### src/design/tsra_pkg.sv
// Shared types, widths and codes of the time slot ring allocator.
`default_nettype none

package tsra_pkg;

    // Ring and channel limits.
    localparam int MAX_SLOTS = 512;
    localparam int MAX_FREQS = 1024;

    // Derived widths.
    localparam int ADDR_W  = $clog2(MAX_SLOTS);
    localparam int SIZE_W  = $clog2(MAX_SLOTS + 1);
    localparam int FREQ_W  = $clog2(MAX_FREQS);

    // Field widths of the stream items and registers.
    localparam int TS_W    = 64;
    localparam int FIN_W   = 10;
    localparam int STAT_W  = 2;
    localparam int SLOT_W  = 9;
    localparam int FIDX_W  = 19;
    localparam int WCNT_W  = 32;
    localparam int SIU_W   = 10;
    localparam int FCNT_W  = 11;
    localparam int PROD_W  = ADDR_W + FCNT_W;

    // Stream and configuration port widths.
    localparam int IN_DATA_W  = 80;
    localparam int OUT_DATA_W = 64;
    localparam int OUT_USER_W = STAT_W;
    localparam int CFG_IDX_W  = 2;
    localparam int CFG_DATA_W = FCNT_W;

    // Configuration register indexes.
    localparam logic [CFG_IDX_W-1:0] REG_SLOTS_IN_USE = 2'd0;
    localparam logic [CFG_IDX_W-1:0] REG_FREQ_COUNT   = 2'd1;

    typedef enum logic [STAT_W-1:0] {
        ST_ACCEPT   = 2'd0,
        ST_DROP_OLD = 2'd1,
        ST_DROP_IN  = 2'd2
    } t_status;

    typedef enum logic [2:0] {
        ES_CLEAR,
        ES_IDLE,
        ES_SCAN,
        ES_DECIDE,
        ES_EMIT
    } t_eng_state;

    // One word of the slot memory.
    typedef struct packed {
        logic            valid;
        logic [TS_W-1:0] stamp;
    } t_slot_word;

    // Current configuration as seen by the datapath.
    typedef struct packed {
        logic [SIZE_W-1:0] ring_size;
        logic [FCNT_W-1:0] freq_count;
    } t_cfg;

    // Outcome of one item, handed from the engine to the result stage.
    typedef struct packed {
        t_status            status;
        logic [ADDR_W-1:0]  slot;
        logic [FIN_W-1:0]   freq;
        logic               clear;
        logic [WCNT_W-1:0]  wcount;
    } t_dec;

endpackage

`default_nettype wire

### src/design/tsra_cfg_regs.sv
// Configuration registers and the clamped ring size.
`default_nettype none

module tsra_cfg_regs
    import tsra_pkg::*;
(
    input  wire logic                  i_clk,
    input  wire logic                  i_rst_n,
    input  wire logic                  i_cfg_valid,
    input  wire logic [CFG_IDX_W-1:0]  i_cfg_index,
    input  wire logic [CFG_DATA_W-1:0] i_cfg_data,
    output t_cfg                       o_cfg
);

    logic [SIU_W-1:0]  r_slots_in_use;
    logic [FCNT_W-1:0] r_freq_count;

    always_ff @(posedge i_clk) begin
        if (!i_rst_n) begin
            r_slots_in_use <= SIU_W'(512);
            r_freq_count   <= FCNT_W'(1024);
        end else if (i_cfg_valid) begin
            case (i_cfg_index)
                REG_SLOTS_IN_USE: r_slots_in_use <= i_cfg_data[SIU_W-1:0];
                REG_FREQ_COUNT:   r_freq_count   <= i_cfg_data;
                default: ;
            endcase
        end
    end

    // A ring size of zero acts as one, anything above the ring depth as the depth.
    always_comb begin
        if (r_slots_in_use == '0) begin
            o_cfg.ring_size = SIZE_W'(1);
        end else if (32'(r_slots_in_use) > MAX_SLOTS) begin
            o_cfg.ring_size = SIZE_W'(MAX_SLOTS);
        end else begin
            o_cfg.ring_size = SIZE_W'(r_slots_in_use);
        end
        o_cfg.freq_count = r_freq_count;
    end

endmodule

`default_nettype wire

### config.mk
export PLATFORM = sky130hd
export DESIGN_NAME = tsra_cfg_regs
export DESIGN_NICKNAME = d
export VERILOG_FILES = /design/src/design/tsra_pkg.sv /design/src/design/tsra_cfg_regs.sv
export SDC_FILE = /design/constraint.sdc
export NUM_CORES = 1
export LEC_CHECK = 0
export BUFFER_PORTS_ARGS = -buffer_cell sky130_fd_sc_hd__buf_4
export CORE_ASPECT_RATIO = 0.9
export CORE_UTILIZATION = 41
export CTS_CLUSTER_DIAMETER = 40
export DETAILED_ROUTE_END_ITERATION = 7
export GPL_TIMING_DRIVEN = 0
export PLACE_DENSITY = 0.74
export SYNTH_ARGS = -nofsm -noshare
export SYNTH_HDL_FRONTEND = slang
export SYNTH_SLANG_ARGS = --single-unit
### constraint.sdc
create_clock -name i_clk -period 0.8 [get_ports i_clk]
set_clock_uncertainty 0.05 [all_clocks]
set_input_delay 0.08 -clock i_clk [delete_from_list [all_inputs] [get_ports i_clk]]
set_output_delay 0.08 -clock i_clk [all_outputs]
set_load 0.05 [all_outputs]
# == Yosys cells after proc, flatten, opt, wreduce, memory -nomap -nowiden ==
# Index checks and enable logic that the tools add are counted.
# word_totals
regBits,21
out_inout_bits,21
wordCells,10
# op_classes
order_cmp,1
n_eq_ne,1
n_mux,2
n_reduce_logical,4
# ops
cell,count
$mux 10,2
$gt 10x10->1 const B,1
$logic_not 10->1,1
$reduce_and 2->1,2
$eq 2x1->1 const B,1
$logic_not 2->1,1

# == Longest topological paths before layout ==
# logic_depth
ltp_word,3
mapped_depth,4

# == Worst setup path before layout ==
# Ideal clock, no wire load.
# synth_timing
path_kind,register -> output
startpoint,register r_slots_in_use[1]
endpoint,output port o_cfg[11] in the netlist's numbering
arrival_ns,1.292
required_time_ns,0.670
setup_slack_ns,-0.622
stages_incl_launch_ff,4
n_path_buf,0
path_cell_list,dfxtp_1 -> nor4_1 -> a21oi_1 -> nor2_1
# synth_lines
element,line,rtl
from (decl),tsra_cfg_regs.sv:15,logic [SIU_W-1:0] r_slots_in_use;
from (signal assigned),tsra_cfg_regs.sv:24,REG_SLOTS_IN_USE: r_slots_in_use <= i_cfg_data[SIU_W-1:0];
to (decl),tsra_cfg_regs.sv:12,output t_cfg o_cfg

==> reports/results.txt <==
Status: finished, violations left
Violated checks: negative setup slack
First-pass GRT wire length: 3480 µm
PortBufs: 36
Crit-path max cell delay: 360 ps
Setup CP Type: flip-flop to output pin
Post-route design area: 0.00164 mm²
Ranking of synthesized cells by area: dfxtp_1, mux2i_1, nor2b_1, buf_4, clkbuf_1
Non-Filler Instances: 158
R2R setup slack: -190 ps
Synth Area per Inst: 10.6 µm²
Synth area leader: dfxtp_1
Worst Hold Class: input pin to flip-flop
Actual slew at the worst max-slew pin: 404 ps
Core Region: 0.00197 mm²
Final number of setup-violating endpoints: 24
Number of synthesized register bits: 21
Final Hold Fails: 0
Worst skew pair latency: 290 ps
Post-Syn Instances: 83
Initial antenna violation count: 0
CP max stage cell: dfxtp_2
Post-DP HPWL: 1310 µm
Pwr dens: 1280 mW/mm²
DRC: 0
Die area: 0.00233 mm²
Total of max-cap violations: 0
Fraction of layout cells with a size suffix above 1: 0.519
Clock-pin slew on the worst setup and hold paths: 120 ps
Most frequent cells in the layout: mux2i_1, nor2b_1, buf_6, buf_8, dfxtp_2
Via count: 755
Clock sinks: 21
DR vias/cell: 4.78
RR Startpoint: r_slots_in_use[9]
Fin. max-slew vios: 0
Crit path launch: r_slots_in_use[8]
Min-delay src: i_cfg_data[3]
Ports: 37
Initial Utilization: 0.446
N_diodes: 0
Crit path DAT: 1310 ps
Max FO, Critical Path: 3
Row cnt: 15
Worst-path cell chain: nor4_4, a21oi_2, nor2_4, buf_6
CTS tree: done
Crit end category: output pin
GR Overflow Total: 0
Worst slew margin: 0.731
WP data required: 670 ps
Chip Height: 45.9 µm
Yosys warns: 0
DRT antenna net count: 0
Placer congestion estimate: 0.630
P_leak: 0.709 nW
# nets final: 150
Total power: 2.09 mW
Crit path time final: 1440 ps
Largest net degree at the start of global routing: 12
Wire per inst: 13.9 µm
Startpoint types: flip-flop
Tcrit/Tclk final: 1.80
Max VDD drop: 0.924 mV
Drt initial violations: 2
Fin util: 0.830
Synth unique cells: 11
Routed wire length: 2200 µm
RSZ-0062 raised after global routing: yes
Vias in the first global route: 796
TNS Setup: -6230 ps
Placement Cell Area: 0.00130 mm²
Placed cells: 144
Fmax: 693 MHz
H-tree depth: 1
CTS Buffer Depth: 2
Worst Hold Slack: 4.38 ps
Syn-to-layout area delta: 86.2%
Die Wd: 50.8 µm
Share of the synthesized area in the top cell type: 0.479
Clock root buffer: clkbuf_4
Pre-CTS WS: -381 ps
CTS buffer count: 3
Drt first pass iters: 4
Worst setup margin: -643 ps
Total Routing Usage GR: 0.212
Commonest non-fill, non-tap cell in the layout: mux2i_1
Synthesized cell area: 878 µm²
Mapped Nets: 99
Seq/Total Area, Yosys: 0.479
cell usage after synthesis:
master and number:
clkbuf_1 4, nor2_1 1, nor3b_2 1, nor4_1 2, nor2b_1 27, dfxtp_1 21
a21oi_1 1, mux2i_1 21, buf_4 2, nand3b_1 1, nand2_1 2
flip-flops by register name, indices dropped and copies added, names as in the netlist:
name,cells
r_slots_in_use,10
r_freq_count,11
critical path: cells and delay by family (launching register included):
family                 cells  cell delay [ps]
flip-flops                 1              360
buffers and inverters      1              160
AO/OA/AOI/OAI              1              110
AND/OR/NAND/NOR            2              380
logic make-up (layout without fill, tap and decap cells):
kind of cell / Yosys count / after routing / synth area share
compound gates: 1 / 1 / 0.00569
mux: 21 / 21 / 0.239
simple gates: 34 / 34 / 0.242
buf+inv: 6 / 56 / 0.0342
flops: 21 / 21 / 0.479
metal layers:
layer,wire [µm],global-route usage,vias to the layer above
met5,0,0,-
met4,22,0.100,0
met3,77,0.0200,2
met2,1100,0.400,29
met1,999,0.244,350
li1,-,-,374
cell type report:
cell class,instances,area [µm²]
Multi-Input combinational cell,56,536
Tap cell,25,31.3
Fill cell,122,335
Buffer,6,66.3
Clock buffer,4,26.3
Timing Repair Buffer,46,533
Sequential cell,21,443
worst paths after layout:
| path | end | cells past startpoint |
|---|---|---|
| hold reg to reg | r_freq_count[10] | 2 |
| hold / removal | r_freq_count[3] | 3 |
| setup reg to reg | r_slots_in_use[9] | 4 |
| setup / recovery | o_cfg[11] | 4 |
report_power, final:
group          total (mW)  internal, mW  switching, mW
logic               0.467         0.257          0.210
clock network       0.499         0.194          0.306
registers            1.12          1.08         0.0384
total                2.09          1.53          0.554
what timing repair did:
item / 4_1_cts / 5_1_grt
resized for setup: 32 / 18
hold endpoints to repair: 12 / 1
pin swaps: 3 / 0
setup buffers: 1 / 2
hold buffers: 10 / 1
cloned: 1 / 0
setup endpoints to repair: 22 / 35
No activity file was read; power rests on OpenSTA's default activity.
